===== src/ctm_pkg.sv =====
// shared types, opcodes and float constants for the conduction time-step block
package ctm_pkg;

    localparam int unsigned FLT_W = 32;

    typedef logic [2:0] t_op;

    localparam t_op OP_ADD  = 3'd0;
    localparam t_op OP_SUB  = 3'd1;
    localparam t_op OP_MUL  = 3'd2;
    localparam t_op OP_DIV  = 3'd3;
    localparam t_op OP_SQRT = 3'd4;

    // register indexes
    localparam logic [2:0] REG_SAT      = 3'd0;
    localparam logic [2:0] REG_TSCALE   = 3'd1;
    localparam logic [2:0] REG_COND_ON  = 3'd2;
    localparam logic [2:0] REG_LIGHT_ON = 3'd3;
    localparam logic [2:0] REG_LIGHT_T  = 3'd4;

    // request from the sequencer to the float unit
    typedef struct packed {
        logic start;
        t_op  op;
    } t_fpu_req;

    localparam logic [FLT_W-1:0] F_HALF    = 32'h3F00_0000;
    localparam logic [FLT_W-1:0] F_ONE     = 32'h3F80_0000;
    localparam logic [FLT_W-1:0] F_HUGE    = 32'h60AD_78EC;
    localparam logic [FLT_W-1:0] F_NAN_POS = 32'h7FC0_0000;
    localparam logic [FLT_W-1:0] F_NAN_DEF = 32'hFFC0_0000;

    // ordered a < b, false when either is nan
    function automatic logic flt_lt(input logic [FLT_W-1:0] a, input logic [FLT_W-1:0] b);
        logic a_nan;
        logic b_nan;
        logic both_zero;
        logic [FLT_W-1:0] ka;
        logic [FLT_W-1:0] kb;
        a_nan     = (&a[30:23]) && (|a[22:0]);
        b_nan     = (&b[30:23]) && (|b[22:0]);
        both_zero = (a[30:0] == 31'd0) && (b[30:0] == 31'd0);
        ka        = a[31] ? ~a : {1'b1, a[30:0]};
        kb        = b[31] ? ~b : {1'b1, b[30:0]};
        flt_lt    = !a_nan && !b_nan && !both_zero && (ka < kb);
    endfunction

endpackage


===== src/conduction_timestep_min.sv =====
// top level: per-face conduction time-step estimate with running minimum
// Each transaction on the input stream is one cell face. Faces with a neighbour
// run through one shared float unit under a step sequencer: up to fourteen float
// operations (adds, multiplies, a square root and up to three divides). Zero,
// infinite or nan operands skip the float datapath; divide and square root
// produce one result bit per cycle, and subnormal operands are first brought to
// a leading one. A boundary face skips the float unit. On the last face, with
// conduction on, the minimum is scaled by a further multiply and the light floor
// is applied, else the result is the huge value; the result transaction is held
// on the output until taken; the input is not ready while a face is in work or
// a result is pending. Configuration writes are taken in any cycle and must only
// happen while the block is idle.
module conduction_timestep_min (
    input  logic         i_clk,
    input  logic         i_rst_n,
    // face input: tdata = cell_temp, next_temp, cell_density, next_density
    input  logic         i_s_tvalid,
    output logic         o_s_tready,
    input  logic [127:0] i_s_tdata,  // [31:0] cell_temp, [63:32] next_temp,
                                     // [95:64] cell_density, [127:96] next_density
    input  logic         i_s_tuser,  // [0] has_next
    input  logic         i_s_tlast,  // last_face
    // result output
    output logic         o_m_tvalid,
    input  logic         i_m_tready,
    output logic [31:0]  o_m_tdata,  // [31:0] timestep
    output logic         o_m_tuser,  // [0] light_limited
    // register writes
    input  logic         i_cfg_valid,
    output logic         o_cfg_ready,
    input  logic [2:0]   i_cfg_index,
    input  logic [31:0]  i_cfg_data
);
    import ctm_pkg::*;

    // sequencer states
    localparam logic [2:0] ST_IDLE   = 3'd0;
    localparam logic [2:0] ST_ISSUE  = 3'd1;
    localparam logic [2:0] ST_WAIT   = 3'd2;
    localparam logic [2:0] ST_FINISH = 3'd3;
    localparam logic [2:0] ST_OUT    = 3'd4;

    // operand sources
    localparam logic [3:0] SRC_TC   = 4'd0;
    localparam logic [3:0] SRC_TN   = 4'd1;
    localparam logic [3:0] SRC_DC   = 4'd2;
    localparam logic [3:0] SRC_DN   = 4'd3;
    localparam logic [3:0] SRC_T    = 4'd4;
    localparam logic [3:0] SRC_RHO  = 4'd5;
    localparam logic [3:0] SRC_DT   = 4'd6;
    localparam logic [3:0] SRC_K    = 4'd7;
    localparam logic [3:0] SRC_ACC  = 4'd8;
    localparam logic [3:0] SRC_HALF = 4'd9;
    localparam logic [3:0] SRC_ONE  = 4'd10;
    localparam logic [3:0] SRC_SAT  = 4'd11;
    localparam logic [3:0] SRC_MIN  = 4'd12;
    localparam logic [3:0] SRC_TS   = 4'd13;

    // result destinations
    localparam logic [2:0] DST_ACC = 3'd0;
    localparam logic [2:0] DST_T   = 3'd1;
    localparam logic [2:0] DST_RHO = 3'd2;
    localparam logic [2:0] DST_DT  = 3'd3;
    localparam logic [2:0] DST_K   = 3'd4;

    // steps with their own follow-up
    localparam logic [3:0] STEP_KAPPA = 4'd12;
    localparam logic [3:0] STEP_EST   = 4'd13;
    localparam logic [3:0] STEP_SCALE = 4'd14;

    logic [2:0]  r_state;
    logic [3:0]  r_step;
    logic [31:0] r_tc, r_tn, r_dc, r_dn;
    logic        r_last;
    logic [31:0] r_t, r_rho, r_dt, r_k, r_acc;
    logic [31:0] r_rmin;
    logic [31:0] r_sat, r_tscale, r_light_t;
    logic        r_cond_on, r_light_on;
    logic [31:0] r_out_ts;
    logic        r_out_ll;

    // step program
    t_op        st_op;
    logic [3:0] st_a, st_b;
    logic [2:0] st_dst;

    always_comb begin
        st_op  = OP_MUL;
        st_a   = SRC_MIN;
        st_b   = SRC_TS;
        st_dst = DST_ACC;
        case (r_step)
            4'd0:  begin st_op = OP_ADD;  st_a = SRC_TC;   st_b = SRC_TN;  st_dst = DST_ACC; end
            4'd1:  begin st_op = OP_MUL;  st_a = SRC_HALF; st_b = SRC_ACC; st_dst = DST_T;   end
            4'd2:  begin st_op = OP_ADD;  st_a = SRC_DC;   st_b = SRC_DN;  st_dst = DST_ACC; end
            4'd3:  begin st_op = OP_MUL;  st_a = SRC_HALF; st_b = SRC_ACC; st_dst = DST_RHO; end
            4'd4:  begin st_op = OP_SUB;  st_a = SRC_TC;   st_b = SRC_TN;  st_dst = DST_DT;  end
            4'd5:  begin st_op = OP_MUL;  st_a = SRC_T;    st_b = SRC_T;   st_dst = DST_K;   end
            4'd6:  begin st_op = OP_SQRT; st_a = SRC_T;    st_b = SRC_T;   st_dst = DST_ACC; end
            4'd7:  begin st_op = OP_MUL;  st_a = SRC_K;    st_b = SRC_ACC; st_dst = DST_K;   end
            4'd8:  begin st_op = OP_MUL;  st_a = SRC_SAT;  st_b = SRC_T;   st_dst = DST_ACC; end
            4'd9:  begin st_op = OP_MUL;  st_a = SRC_ACC;  st_b = SRC_DT;  st_dst = DST_ACC; end
            4'd10: begin st_op = OP_DIV;  st_a = SRC_ACC;  st_b = SRC_RHO; st_dst = DST_ACC; end
            4'd11: begin st_op = OP_ADD;  st_a = SRC_ONE;  st_b = SRC_ACC; st_dst = DST_ACC; end
            4'd12: begin st_op = OP_DIV;  st_a = SRC_K;    st_b = SRC_ACC; st_dst = DST_K;   end
            4'd13: begin st_op = OP_DIV;  st_a = SRC_DC;   st_b = SRC_K;   st_dst = DST_ACC; end
            default: begin
                st_op  = OP_MUL;
                st_a   = SRC_MIN;
                st_b   = SRC_TS;
                st_dst = DST_ACC;
            end
        endcase
    end

    function automatic logic [31:0] pick(
        input logic [3:0]  sel,
        input logic [31:0] tc, input logic [31:0] tn, input logic [31:0] dc,
        input logic [31:0] dn, input logic [31:0] t, input logic [31:0] rho,
        input logic [31:0] dt, input logic [31:0] k, input logic [31:0] acc,
        input logic [31:0] sat, input logic [31:0] rmin, input logic [31:0] ts
    );
        case (sel)
            SRC_TC:   pick = tc;
            SRC_TN:   pick = tn;
            SRC_DC:   pick = dc;
            SRC_DN:   pick = dn;
            SRC_T:    pick = t;
            SRC_RHO:  pick = rho;
            SRC_DT:   pick = dt;
            SRC_K:    pick = k;
            SRC_ACC:  pick = acc;
            SRC_HALF: pick = F_HALF;
            SRC_ONE:  pick = F_ONE;
            SRC_SAT:  pick = sat;
            SRC_MIN:  pick = rmin;
            SRC_TS:   pick = ts;
            default:  pick = 32'd0;
        endcase
    endfunction

    t_fpu_req    fpu_req;
    logic [31:0] fpu_a, fpu_b, fpu_res;
    logic        fpu_done;

    always_comb begin
        fpu_req.start = (r_state == ST_ISSUE);
        fpu_req.op    = st_op;
        fpu_a = pick(st_a, r_tc, r_tn, r_dc, r_dn, r_t, r_rho, r_dt, r_k, r_acc,
                     r_sat, r_rmin, r_tscale);
        fpu_b = pick(st_b, r_tc, r_tn, r_dc, r_dn, r_t, r_rho, r_dt, r_k, r_acc,
                     r_sat, r_rmin, r_tscale);
    end

    ctm_fpu u_fpu (
        .i_clk   (i_clk),
        .i_rst_n (i_rst_n),
        .i_req   (fpu_req),
        .i_a     (fpu_a),
        .i_b     (fpu_b),
        .o_done  (fpu_done),
        .o_res   (fpu_res)
    );

    logic s_acc;
    logic m_acc;
    logic floor_hit;

    assign s_acc     = i_s_tvalid && o_s_tready;
    assign m_acc     = o_m_tvalid && i_m_tready;
    // light floor wins only on a strict ordered compare
    assign floor_hit = r_light_on && flt_lt(fpu_res, r_light_t);

    // register writes, out-of-range indexes are dropped
    always_ff @(posedge i_clk) begin
        if (!i_rst_n) begin
            r_sat      <= 32'd0;
            r_tscale   <= F_ONE;
            r_cond_on  <= 1'b0;
            r_light_on <= 1'b0;
            r_light_t  <= 32'd0;
        end else if (i_cfg_valid && o_cfg_ready) begin
            case (i_cfg_index)
                REG_SAT:      r_sat      <= i_cfg_data;
                REG_TSCALE:   r_tscale   <= i_cfg_data;
                REG_COND_ON:  r_cond_on  <= i_cfg_data[0];
                REG_LIGHT_ON: r_light_on <= i_cfg_data[0];
                REG_LIGHT_T:  r_light_t  <= i_cfg_data;
                default: ;
            endcase
        end
    end

    // face sequencer
    always_ff @(posedge i_clk) begin
        if (!i_rst_n) begin
            r_state <= ST_IDLE;
            r_step  <= 4'd0;
            r_rmin  <= F_HUGE;
        end else begin
            case (r_state)
                ST_IDLE: begin
                    if (s_acc) begin
                        r_tc   <= i_s_tdata[31:0];
                        r_tn   <= i_s_tdata[63:32];
                        r_dc   <= i_s_tdata[95:64];
                        r_dn   <= i_s_tdata[127:96];
                        r_last <= i_s_tlast;
                        r_step <= 4'd0;
                        r_state <= i_s_tuser ? ST_ISSUE : ST_FINISH;
                    end
                end
                ST_ISSUE: r_state <= ST_WAIT;
                ST_WAIT: begin
                    if (fpu_done) begin
                        case (st_dst)
                            DST_T:   r_t   <= fpu_res;
                            DST_RHO: r_rho <= fpu_res;
                            DST_DT:  r_dt  <= {1'b0, fpu_res[30:0]};
                            DST_K:   r_k   <= fpu_res;
                            default: r_acc <= fpu_res;
                        endcase
                        case (r_step)
                            STEP_KAPPA: begin
                                // zero conductivity gives no estimate
                                if (fpu_res[30:0] == 31'd0) begin
                                    r_state <= ST_FINISH;
                                end else begin
                                    r_step  <= r_step + 4'd1;
                                    r_state <= ST_ISSUE;
                                end
                            end
                            STEP_EST: begin
                                if (flt_lt(fpu_res, r_rmin)) begin
                                    r_rmin <= fpu_res;
                                end
                                r_state <= ST_FINISH;
                            end
                            STEP_SCALE: begin
                                r_out_ts <= floor_hit ? r_light_t : fpu_res;
                                r_out_ll <= floor_hit;
                                r_rmin   <= F_HUGE;
                                r_state  <= ST_OUT;
                            end
                            default: begin
                                r_step  <= r_step + 4'd1;
                                r_state <= ST_ISSUE;
                            end
                        endcase
                    end
                end
                ST_FINISH: begin
                    if (!r_last) begin
                        r_state <= ST_IDLE;
                    end else if (r_cond_on) begin
                        r_step  <= STEP_SCALE;
                        r_state <= ST_ISSUE;
                    end else begin
                        r_out_ts <= F_HUGE;
                        r_out_ll <= 1'b0;
                        r_rmin   <= F_HUGE;
                        r_state  <= ST_OUT;
                    end
                end
                ST_OUT: begin
                    if (m_acc) begin
                        r_state <= ST_IDLE;
                    end
                end
                default: r_state <= ST_IDLE;
            endcase
        end
    end

    assign o_s_tready  = (r_state == ST_IDLE);
    assign o_m_tvalid  = (r_state == ST_OUT);
    assign o_m_tdata   = r_out_ts;
    assign o_m_tuser   = r_out_ll;
    assign o_cfg_ready = 1'b1;

    // no new face while a result waits
    a_no_accept_on_out: assert property (@(posedge i_clk) disable iff (!i_rst_n)
        o_m_tvalid |-> !o_s_tready)
        else $error("face accepted while result pending");

    // the float unit only answers while the sequencer waits for it
    a_done_in_wait: assert property (@(posedge i_clk) disable iff (!i_rst_n)
        fpu_done |-> (r_state == ST_WAIT))
        else $error("float result outside wait state");

    // minimum is re-armed whenever a result is presented
    a_rearmed: assert property (@(posedge i_clk) disable iff (!i_rst_n)
        o_m_tvalid |-> (r_rmin == F_HUGE))
        else $error("running minimum not re-armed");

    // a floored result carries the crossing time
    a_floor_value: assert property (@(posedge i_clk) disable iff (!i_rst_n)
        (o_m_tvalid && o_m_tuser) |-> (o_m_tdata == r_light_t))
        else $error("light floor value mismatch");

endmodule


===== src/ctm_fpu.sv =====
// multi-cycle single-precision float unit: add, sub, mul, div, sqrt
module ctm_fpu (
    input  logic              i_clk,
    input  logic              i_rst_n,
    input  ctm_pkg::t_fpu_req i_req,
    input  logic [31:0]       i_a,
    input  logic [31:0]       i_b,
    output logic              o_done,
    output logic [31:0]       o_res
);
    import ctm_pkg::*;

    localparam logic [2:0] S_IDLE  = 3'd0;
    localparam logic [2:0] S_PRE   = 3'd1;
    localparam logic [2:0] S_EXEC  = 3'd2;
    localparam logic [2:0] S_NORM  = 3'd3;
    localparam logic [2:0] S_ROUND = 3'd4;

    logic [2:0]         r_state;
    t_op                r_op;
    logic               r_sa;
    logic               r_sb;
    logic               r_s;
    logic signed [9:0]  r_ea;
    logic signed [9:0]  r_eb;
    logic [23:0]        r_ma;
    logic [23:0]        r_mb;
    logic signed [11:0] r_x;
    logic [49:0]        r_w;
    logic [31:0]        r_rem;
    logic [26:0]        r_q;
    logic [55:0]        r_n;
    logic [4:0]         r_cnt;
    logic               r_done;
    logic [31:0]        r_res;

    // operand classes and special results
    logic        a_nan, b_nan, a_inf, b_inf, a_zero, b_zero;
    logic        b_sgn, x_sgn, is_spec;
    logic [31:0] spec;
    logic signed [9:0] ea_u, eb_u;
    logic [23:0] ma_u, mb_u;

    always_comb begin
        a_nan  = (&i_a[30:23]) && (|i_a[22:0]);
        b_nan  = (&i_b[30:23]) && (|i_b[22:0]);
        a_inf  = (&i_a[30:23]) && !(|i_a[22:0]);
        b_inf  = (&i_b[30:23]) && !(|i_b[22:0]);
        a_zero = (i_a[30:0] == 31'd0);
        b_zero = (i_b[30:0] == 31'd0);
        b_sgn  = i_b[31] ^ (i_req.op == OP_SUB);
        x_sgn  = i_a[31] ^ i_b[31];
        is_spec = 1'b1;
        spec    = F_NAN_DEF;
        case (i_req.op)
            OP_ADD, OP_SUB: begin
                if (a_nan)                 spec = i_a | 32'h0040_0000;
                else if (b_nan)            spec = i_b | 32'h0040_0000;
                else if (a_inf && b_inf)   spec = (i_a[31] == b_sgn) ? i_a : F_NAN_DEF;
                else if (a_inf)            spec = i_a;
                else if (b_inf)            spec = {b_sgn, i_b[30:0]};
                else if (a_zero && b_zero) spec = {i_a[31] & b_sgn, 31'd0};
                else if (a_zero)           spec = {b_sgn, i_b[30:0]};
                else if (b_zero)           spec = i_a;
                else                       is_spec = 1'b0;
            end
            OP_MUL: begin
                if (a_nan)                                    spec = i_a | 32'h0040_0000;
                else if (b_nan)                               spec = i_b | 32'h0040_0000;
                else if ((a_inf && b_zero) || (a_zero && b_inf)) spec = F_NAN_DEF;
                else if (a_inf || b_inf)                      spec = {x_sgn, 8'hFF, 23'd0};
                else if (a_zero || b_zero)                    spec = {x_sgn, 31'd0};
                else                                          is_spec = 1'b0;
            end
            OP_DIV: begin
                if (b_zero)              spec = (a_zero || a_nan) ? F_NAN_POS
                                                                  : {x_sgn, 8'hFF, 23'd0};
                else if (a_nan)          spec = i_a | 32'h0040_0000;
                else if (b_nan)          spec = i_b | 32'h0040_0000;
                else if (a_inf && b_inf) spec = F_NAN_DEF;
                else if (a_inf)          spec = {x_sgn, 8'hFF, 23'd0};
                else if (b_inf || a_zero) spec = {x_sgn, 31'd0};
                else                     is_spec = 1'b0;
            end
            OP_SQRT: begin
                if (a_nan || a_zero)  spec = i_a;
                else if (i_a[31])     spec = F_NAN_POS;
                else if (a_inf)       spec = i_a;
                else                  is_spec = 1'b0;
            end
            default: begin
                is_spec = 1'b1;
                spec    = F_NAN_DEF;
            end
        endcase
        ea_u = (i_a[30:23] == 8'd0) ? 10'sd1 : $signed({2'b00, i_a[30:23]});
        eb_u = (i_b[30:23] == 8'd0) ? 10'sd1 : $signed({2'b00, i_b[30:23]});
        ma_u = {|i_a[30:23], i_a[22:0]};
        mb_u = {|i_b[30:23], i_b[22:0]};
    end

    // datapath of the working cycle
    logic signed [11:0] ea_x, eb_x, el_x, sq_x;
    logic               a_big, s_l;
    logic signed [9:0]  d;
    logic [23:0]        m_l, m_s;
    logic [47:0]        wl, ws, prod;
    logic [49:0]        w_add;
    logic [24:0]        dv_diff, dv_rem_n;
    logic               dv_ge;
    logic [26:0]        dv_q_n;
    logic [31:0]        sq_cur, sq_trial, sq_rem_n;
    logic               sq_ge;
    logic [26:0]        sq_root_n;

    always_comb begin
        ea_x  = {{2{r_ea[9]}}, r_ea};
        eb_x  = {{2{r_eb[9]}}, r_eb};
        sq_x  = (ea_x >>> 1) + 12'sd65;
        a_big = (r_ea > r_eb) || ((r_ea == r_eb) && (r_ma >= r_mb));
        m_l   = a_big ? r_ma : r_mb;
        m_s   = a_big ? r_mb : r_ma;
        s_l   = a_big ? r_sa : r_sb;
        el_x  = a_big ? ea_x : eb_x;
        d     = a_big ? (r_ea - r_eb) : (r_eb - r_ea);
        wl    = {m_l, 24'd0};
        ws    = (d > 10'sd24) ? 48'd1 : ({m_s, 24'd0} >> d[4:0]);
        w_add = (r_sa == r_sb) ? ({2'b00, wl} + {2'b00, ws}) : ({2'b00, wl} - {2'b00, ws});
        prod  = r_ma * r_mb;

        dv_diff  = r_rem[24:0] - {1'b0, r_mb};
        dv_ge    = r_rem[24:0] >= {1'b0, r_mb};
        dv_rem_n = {(dv_ge ? dv_diff[23:0] : r_rem[23:0]), 1'b0};
        dv_q_n   = {r_q[25:0], dv_ge};

        sq_cur    = {r_rem[29:0], r_n[55:54]};
        sq_trial  = {3'b000, r_q, 2'b01};
        sq_ge     = sq_cur >= sq_trial;
        sq_rem_n  = sq_ge ? (sq_cur - sq_trial) : sq_cur;
        sq_root_n = {r_q[25:0], sq_ge};
    end

    // round to nearest even
    logic               rnd_up;
    logic [24:0]        sig_sum;
    logic [23:0]        sig24;
    logic signed [11:0] x_r;
    logic [31:0]        rnd_res;

    always_comb begin
        rnd_up  = r_w[24] & ((|r_w[23:0]) | r_w[25]);
        sig_sum = {1'b0, r_w[48:25]} + {24'd0, rnd_up};
        sig24   = sig_sum[24] ? sig_sum[24:1] : sig_sum[23:0];
        x_r     = sig_sum[24] ? (r_x + 12'sd1) : r_x;
        rnd_res = (x_r >= 12'sd255) ? {r_s, 8'hFF, 23'd0}
                                    : {r_s, (sig24[23] ? x_r[7:0] : 8'h00), sig24[22:0]};
    end

    always_ff @(posedge i_clk) begin
        if (!i_rst_n) begin
            r_state <= S_IDLE;
            r_done  <= 1'b0;
        end else begin
            r_done <= 1'b0;
            case (r_state)
                S_IDLE: begin
                    if (i_req.start) begin
                        r_op <= i_req.op;
                        if (is_spec) begin
                            r_res  <= spec;
                            r_done <= 1'b1;
                        end else begin
                            r_sa    <= i_a[31];
                            r_sb    <= b_sgn;
                            r_ea    <= ea_u;
                            r_eb    <= eb_u;
                            r_ma    <= ma_u;
                            r_mb    <= mb_u;
                            r_state <= S_PRE;
                        end
                    end
                end
                S_PRE: begin
                    // subnormal operands are brought to a leading one
                    if (!r_ma[23]) begin
                        r_ma <= {r_ma[22:0], 1'b0};
                        r_ea <= r_ea - 10'sd1;
                    end
                    if (!r_mb[23] && (r_op != OP_SQRT)) begin
                        r_mb <= {r_mb[22:0], 1'b0};
                        r_eb <= r_eb - 10'sd1;
                    end
                    if (r_ma[23] && (r_mb[23] || (r_op == OP_SQRT))) begin
                        r_cnt   <= 5'd0;
                        r_q     <= 27'd0;
                        r_rem   <= (r_op == OP_DIV) ? {8'd0, r_ma} : 32'd0;
                        r_n     <= r_ea[0] ? {3'b000, r_ma, 29'd0} : {4'b0000, r_ma, 28'd0};
                        r_x     <= sq_x;
                        r_state <= S_EXEC;
                    end
                end
                S_EXEC: begin
                    case (r_op)
                        OP_ADD, OP_SUB: begin
                            if (w_add == 50'd0) begin
                                r_res   <= 32'd0;
                                r_done  <= 1'b1;
                                r_state <= S_IDLE;
                            end else begin
                                r_w     <= w_add;
                                r_x     <= el_x + 12'sd1;
                                r_s     <= s_l;
                                r_state <= S_NORM;
                            end
                        end
                        OP_MUL: begin
                            r_w     <= {2'b00, prod};
                            r_x     <= ea_x + eb_x - 12'sd125;
                            r_s     <= r_sa ^ r_sb;
                            r_state <= S_NORM;
                        end
                        OP_DIV: begin
                            r_rem <= {7'd0, dv_rem_n};
                            r_q   <= dv_q_n;
                            r_cnt <= r_cnt + 5'd1;
                            if (r_cnt == 5'd25) begin
                                r_w     <= {1'b0, dv_q_n[25:0], 22'd0, |dv_rem_n};
                                r_x     <= ea_x - eb_x + 12'sd127;
                                r_s     <= r_sa ^ r_sb;
                                r_state <= S_NORM;
                            end
                        end
                        OP_SQRT: begin
                            r_rem <= sq_rem_n;
                            r_q   <= sq_root_n;
                            r_n   <= {r_n[53:0], 2'b00};
                            r_cnt <= r_cnt + 5'd1;
                            if (r_cnt == 5'd27) begin
                                r_w     <= {2'b00, sq_root_n, 20'd0, |sq_rem_n};
                                r_s     <= 1'b0;
                                r_state <= S_NORM;
                            end
                        end
                        default: begin
                            r_res   <= F_NAN_DEF;
                            r_done  <= 1'b1;
                            r_state <= S_IDLE;
                        end
                    endcase
                end
                S_NORM: begin
                    // one bit per cycle, sticky kept in the lowest bit
                    if (r_w[49]) begin
                        r_w <= {1'b0, r_w[49:2], r_w[1] | r_w[0]};
                        r_x <= r_x + 12'sd1;
                    end else if (r_x < -12'sd60) begin
                        r_w <= {49'd0, |r_w};
                        r_x <= 12'sd1;
                    end else if (!r_w[48] && (r_x > 12'sd1)) begin
                        r_w <= {r_w[48:0], 1'b0};
                        r_x <= r_x - 12'sd1;
                    end else if (r_x < 12'sd1) begin
                        r_w <= {1'b0, r_w[49:2], r_w[1] | r_w[0]};
                        r_x <= r_x + 12'sd1;
                    end else begin
                        r_state <= S_ROUND;
                    end
                end
                S_ROUND: begin
                    r_res   <= rnd_res;
                    r_done  <= 1'b1;
                    r_state <= S_IDLE;
                end
                default: r_state <= S_IDLE;
            endcase
        end
    end

    assign o_done = r_done;
    assign o_res  = r_res;

endmodule


===== config.mk =====
export PLATFORM = sky130hd
export DESIGN_NAME = conduction_timestep_min
export DESIGN_NICKNAME = d
export VERILOG_FILES = /design/src/ctm_pkg.sv /design/src/conduction_timestep_min.sv /design/src/ctm_fpu.sv
export SDC_FILE = /design/constraint.sdc
export NUM_CORES = 2
export LEC_CHECK = 0
export BUFFER_PORTS_ARGS = -buffer_cell sky130_fd_sc_hd__clkbuf_2
export CORE_AREA = 2 2 363 365
export CTS_CLUSTER_SIZE = 25
export DETAILED_ROUTE_END_ITERATION = 10
export DIE_AREA = 0 0 365 367
export PLACE_DENSITY = 0.77
export SYNTH_ARGS = -nofsm -noshare
export SYNTH_HDL_FRONTEND = slang
export SYNTH_SLANG_ARGS = --single-unit

===== constraint.sdc =====
create_clock -name i_clk -period 13.33 [get_ports i_clk]
set_input_delay 3.999 -clock i_clk [delete_from_list [all_inputs] [get_ports i_clk]]
set_output_delay 3.999 -clock i_clk [all_outputs]
set_load 0.02 [all_outputs]

======== After elaboration in Yosys (flattened, before gate mapping) ========
Memory sizes are Yosys's and may differ from the RTL's. A register that Yosys moved wholly into a read port is not among the register bits.
Index checks and enable logic that the tools add are counted.
operators by class
  $add $sub $neg .......................... 19
  $mul .................................... 1
  div/mod/pow operators ................... 0
  $lt $le $gt $ge ......................... 11
  eq/ne operators ......................... 94
  shift operators ......................... 1
  muxes and demuxes ....................... 175
  bitwise operators ....................... 12
  reductions and logical operators ........ 116
operators with widths
  operator                                    count
  32-bit 2-to-1 mux                           38
  32-bit case mux with 14 select lines        2
  50-bit 2-to-1 mux                           7
  24-bit 2-to-1 mux                           11
  32-bit case mux with 2 select lines         4
  50-bit case mux with 4 select lines         1
  31-bit logical NOT                          5
  32-bit case mux with 4 select lines         1
  30-bit case mux with 2 select lines         2
  23-bit OR reduction                         5
  56-bit 2-to-1 mux                           2
  56-bit case mux with 2 select lines         1
  12-bit 2-to-1 mux                           9
  27-bit case mux with 2 select lines         2
  50-bit case mux with 2 select lines         1
  32-bit inverter                             3
  24-bit case mux with 2 select lines         2
  32-bit case mux with 3 select lines         1
  12-bit case mux with 3 select lines         2
  10-bit 2-to-1 mux                           7
  32-bit < comparator                         2
  4-bit equality test, second input constant  15
  53-bit 2-to-1 mux                           1
  50-bit logical NOT                          1
  other kinds (93)                            304
storage, ports and cells
  register bits ........................... 748
  bits in latches ......................... 0
  memory bits (writable) .................. 0
  bits in read-only memories .............. 224
  input bits .............................. 170
  output and inout bits ................... 36
  memories ................................ 1
memories
  name              words  width  rd ports  clocked after memory_dff  write ports  line                           RTL
  (name not given)  16     14     1         1                         0            conduction_timestep_min.sv:92  case (r_step)

======== Depth between registers and ports, before layout ========
  depth after elaboration ................. 16
  depth in mapped cells ................... 42
  mapped depth without buffers ............ 36

======== By module ========
From an unflattened synthesis, not the netlist that was laid out.
unflattened totals
  cells, all modules ...................... 8090
  area total of the unflattened synthesis .. 72079.1 µm²
modules (own cells, without submodules)
  module                   instances  cells an instance  area an instance (µm²)  seq. area each (µm²)
  ctm_fpu                  1          6043               49216.0                 7827.5
  conduction_timestep_min  1          2047               22863.2                 12662.1

======== Least setup slack after synthesis ========
OpenSTA, ideal clock, no wires.
  kind .................................... register -> register
  start ................................... register u_fpu.r_ea[0]
  end ..................................... register u_fpu.r_w[0] (enable)
  arrival time ............................ 10.776 ns
  required time ........................... 12.801 ns
  path slack .............................. 2.025 ns
  stages on the path, launching flop included .. 35
  buffers on the path ..................... 4
  period minus slack after synthesis ...... 11.305 ns
  path through ............................ edfxtp_1 > clkbuf_1 > inv_1 > ha_1 > inv_1 > fa_1 > a31o_2 > nor2b_1 > nor3_2 > xor2_1 > nand4_1 > a22o_1 > nor2_1 > clkbuf_1 > buf_1 > a22oi_1 > ha_1 > clkbuf_1 > o21bai_1 > a21oi_1 > o21bai_1 > a21oi_1 > o21ba_2 > o211ai_1 > a31oi_1 > a2111oi_0 > o31ai_1 > a22oi_1 > mux2_2 > nor3_1 > nor4_1 > and4_1 > nand4_1 > a211oi_1 > a211oi_1
between the ends
  longest elaborated chain between the ends .. 11
ends and longest elaborated chain
  what                                                                                                    line            RTL
  from (decl)                                                                                             ctm_fpu.sv:24   logic signed [9:0] r_ea;
  from (signal assigned)                                                                                  ctm_fpu.sv:175  r_ea <= ea_u;
  from (signal assigned)                                                                                  ctm_fpu.sv:187  r_ea <= r_ea - 10'sd1;
  parallel branches: the longest is 7 deep, another holds 48-bit by 48-bit subtractor with 49-bit output  -
  50-bit 2-to-1 mux (*)                                                                                   ctm_fpu.sv:128  w_add = (r_sa == r_sb) ? ({2'b00, wl} + {2'b00, ws}) : ({2'b00, wl} - {2'b00, ws});
  50-bit logical NOT (*)                                                                                  ctm_fpu.sv:205  if (w_add == 50'd0) begin
  3-bit != test (no source line) (*)                                                                      -
  7-bit AND reduction (no source line) (*)                                                                -
  to (signal assigned)                                                                                    ctm_fpu.sv:210  r_w <= w_add;
  to (signal assigned)                                                                                    ctm_fpu.sv:217  r_w <= {2'b00, prod};
  to (signal assigned)                                                                                    ctm_fpu.sv:227  r_w <= {1'b0, dv_q_n[25:0], 22'd0, |dv_rem_n};
  to (decl)                                                                                               ctm_fpu.sv:29   logic [49:0] r_w;
Every way passes the cells marked *.
A chain may end at the register's enable or synchronous reset.

======== Worst setup path after layout ========
  start ................................... register u_fpu.r_mb[17]
  end ..................................... register u_fpu.r_w[7] (enable)
between the ends
  longest elaborated chain between the ends .. 11
ends and longest elaborated chain
  what                                                                                                                    line                            RTL
  from (decl)                                                                                                             ctm_fpu.sv:27                   logic [23:0] r_mb;
  from (signal assigned)                                                                                                  ctm_fpu.sv:178                  r_mb <= mb_u;
  from (signal assigned)                                                                                                  ctm_fpu.sv:190                  r_mb <= {r_mb[22:0], 1'b0};
  24-bit >= comparator                                                                                                    ctm_fpu.sv:120                  a_big = (r_ea > r_eb) || ((r_ea == r_eb) && (r_ma >= r_mb));
  1-bit logical AND                                                                                                       ctm_fpu.sv:120
  1-bit logical OR                                                                                                        ctm_fpu.sv:120
  10-bit 2-to-1 mux / 24-bit 2-to-1 mux (equally long branches)                                                           ctm_fpu.sv:125, ctm_fpu.sv:122
  10-bit by 6-bit > comparator with 1-bit output / 48-bit by 5-bit >> shifter with 48-bit output (equally long branches)  ctm_fpu.sv:127                  ws = (d > 10'sd24) ? 48'd1 : ({m_s, 24'd0} >> d[4:0]);
  48-bit 2-to-1 mux                                                                                                       ctm_fpu.sv:127
  48-bit by 48-bit subtractor with 49-bit output / 48-bit by 48-bit adder with 49-bit output (equally long branches)      ctm_fpu.sv:128
  50-bit 2-to-1 mux (*)                                                                                                   ctm_fpu.sv:128
  50-bit logical NOT (*)                                                                                                  ctm_fpu.sv:205
  3-bit != test (no source line) (*)                                                                                      -
  7-bit AND reduction (no source line) (*)                                                                                -
Every way passes the cells marked *; elsewhere a longest branch is shown, timed or not.

==> results.py <==
metrics = {
    "sta": {
        "slew_headroom": -0.03852,
        "holdWs_ns": 0.4892,
        "rsz0062_at_grt": "no",
        "slew_violations": 5,
        "hold_viol_final": 0,
        "min_period_ns": 10.93,
        "period_share": 0.8197,
        "worst_slew_pin_slew_ns": 1.552,
        "max_freq_mhz": 91.52,
        "fin_skew_ns": 0.05844,
        "finalSetupViolCount": 0,
        "setup_tns_ns": 0,
    },
    "cells_and_area": {
        "multi_input_area_mm2": 0.04596,
        "finalNonFillerCells": 9725,
        "nets": 8994,
        "n_fill_cell": 11250,
        "area_delta_synth_final_pct": 7.994,
        "drive_gt1_frac": 0.08576,
        "seqCellArea_mm2": 0.02049,
        "fin_util": 0.5873,
    },
    "worst_setup_path": {
        "crit_type": "reg -> reg",
        "crit_path_end_kind": "register",
        "worst-path-max-fanout": 66,
        "max_stage_delay_ns": 0.93,
        "cp_slowest_cell": "a211oi_1",
        "critPathRequiredTime_ns": 13.67,
        "arrival_ns": 11.27,
        "startpoint_type": "register",
    },
    "synthesis": {
        "synth-edff-count": 579,
        "synth_ff_type": "edfxtp_1",
        "syn_nets": 9066,
        "synth_area_mm2": 0.07095,
        "synth_seq_cells": 734,
        "ys_seq_area_frac": 0.2888,
        "async_flop_share": 0,
        "synth_warnings": 0,
        "ys_types": 115,
        "synthCells": 7966,
        "avgSynthCellArea_um2": 8.907,
    },
    "clocking": {
        "root_buffer": "clkbuf_16",
        "clock-sinks": 734,
        "clockBufferDepth": 3,
        "hold_buffers": 0,
        "cts_made_buffers": 82,
        "cts_max_level": 3,
        "cts_tree": "done",
        "clk_latency_ns": 0.74,
        "post_cts_buffers": 0,
        "cts.clk_slew.worst_paths_ns": 0.06,
        "cts-resized-gates": 0,
    },
    "routing": {
        "drt_first_pass_iters": 7,
        "final_antenna_net_count": 0,
        "vias_per_cell": 6.792,
        "avgRoutedWirePerCell_um": 28.87,
        "vias": 66050,
        "route.detailed.drc": 0,
        "drt_wl_total_um": 280800,
        "drt_iter0_markers": 9945,
    },
    "worst_hold_path": {
        "min_path_type": "reg -> reg",
    },
    "run": {
        "cap_violations": 1,
    },
    "place": {
        "dp.cells": 9565,
        "gp_congestion": 1.044,
        "post-dp-hpwl_um": 202000,
        "place.port_buffers": 204,
    },
    "global_route": {
        "grt-ovfl-total": 0,
        "grt_pass1_vias": 64940,
        "antenna_found_initial": 9,
        "grt_max_degree": 110,
        "gr-usage-all-layers": 0.4149,
        "grt_pass1_wl_um": 416000,
    },
    "floorplanning": {
        "io_pins": 206,
        "die-area_mm2": 0.1340,
        "die_x_um": 365,
        "die_h_um": 367,
        "rows": 133,
        "core_mm2": 0.1305,
        "start_util": 0.5438,
    },
    "run_status": {
        "status": "complete, but fails checks",
        "violations": "capacitance limit, slew limit",
    },
}
-- final cells by class --
cell class / instances / share of cell area
multi-input combinational: 5972 / 0.5998
antenna: 6 / 0.0001959
clock buffer: 100 / 0.02858
inverter: 725 / 0.03552
timing repair buffer: 379 / 0.03050
sequential: 734 / 0.2674
tap: 1755 / 0.02866
clock inverter: 54 / 0.009291
-- stage by stage --
stage / instance area [µm²] / worst slack, ns
after detailed placement: 73710 / 2.937
final: 76620 / 2.403
after global placement: 73710 / 2.965
after floorplan: 70950 / 2.025
after global routing: 76610 / 1.723
after CTS: 76610 / 2.832
-- worst paths after layout --
check,slack (ns),to,startpoint,cells after the start
hold reg to reg,0.49,r_sat[7],r_sat[7],2
setup reg to reg,2.40,u_fpu.r_w[7],u_fpu.r_mb[17],33
setup / recovery,2.40,u_fpu.r_w[7],u_fpu.r_mb[17],33
hold / removal,0.49,r_sat[7],r_sat[7],2
-- state kept, by name (all words and copies together), names as in the netlist, 24 cells and up --
signal       flops
u_fpu.o_res     32
r_t             32
r_dc            32
o_m_tdata       32
u_fpu.r_mb      24
r_tc            32
r_acc           32
u_fpu.r_q       27
u_fpu.r_rem     30
u_fpu.r_n       28
r_k             32
r_light_t       32
r_rho           32
r_dt            31
u_fpu.r_ma      24
u_fpu.r_w       50
r_tn            32
r_dn            32
r_tscale        32
r_rmin          32
r_sat           32
-- per-layer routing --
metal  part of all wire  vias up  global-route usage  wire length, µm
met5            0.00062        -            0.005810              175
met4              0.088       12              0.2925            24650
met3               0.13     1356              0.1169            36120
met2               0.44     4959              0.6325           122200
met1               0.35    31710              0.5050            97630
li1                   -    28020                   -                -
-- Yosys cell counts, types with 107 or more instances --
cell type / n / area share
a21boi_0: 131 / 0.014
a21oi_1: 368 / 0.026
a221oi_1: 118 / 0.015
a22oi_1: 204 / 0.022
and2_1: 190 / 0.017
clkbuf_1: 452 / 0.024
dfxtp_1: 155 / 0.044
edfxtp_1: 579 / 0.25
fa_1: 487 / 0.14
ha_1: 443 / 0.078
inv_1: 721 / 0.038
mux2i_1: 147 / 0.021
nand2_1: 1069 / 0.057
nand3_1: 147 / 0.010
nand4_1: 107 / 0.0094
nor2_1: 524 / 0.028
nor3_1: 164 / 0.012
o21ai_0: 378 / 0.027
xnor2_1: 187 / 0.023
xor2_1: 111 / 0.014
-- worst max-delay path, delay by kind of cell, from the launching register on --
| kind | cells | cell delay, ns |
|---|---|---|
| AO/OA/AOI/OAI | 18 | 5.93 |
| adder cells (fa/ha/maj) | 2 | 0.84 |
| buffers and inverters | 5 | 1.43 |
| flip-flops | 1 | 0.34 |
| multiplexers | 1 | 0.52 |
| AND/OR/NAND/NOR | 7 | 1.37 |
-- kinds of logic after synthesis --
logic type / count (synthesis) / share of synthesized area
DFF: 734 / 0.2888
buffers and inverters: 1260 / 0.06793
and+or+nand+nor: 2636 / 0.1742
AOI/OAI and AO/OA: 1921 / 0.1868
other: 1 / 0.00005285
muxes: 184 / 0.02947
adders and majority gates: 930 / 0.2155
xor gates and xnor gates: 300 / 0.03724
-- cell usage in the layout (no fill, tap or decap), types with 48 or more instances in the layout --
cell type	instances
a21o_1	56
nand3_1	147
nand2b_1	63
o21ai_0	378
nor2_1	507
nand4_1	107
edfxtp_1	579
a21oi_1	367
o22ai_1	51
nor2b_1	62
clkbuf_2	203
xor2_1	109
fa_1	487
nor4_1	77
inv_1	721
buf_4	176
ha_1	443
and2_1	189
mux2i_1	147
clkbuf_16	82
nor3_1	151
a221oi_1	118
a21boi_0	129
dfxtp_1	153
xnor2_1	184
a31oi_1	48
a22o_1	105
a22oi_1	204
and3_1	63
nand2_1	1065
Power is left out: the tool's default activity adds up to more than one toggle a clock period on the data nets, which glitch-free logic cannot reach.
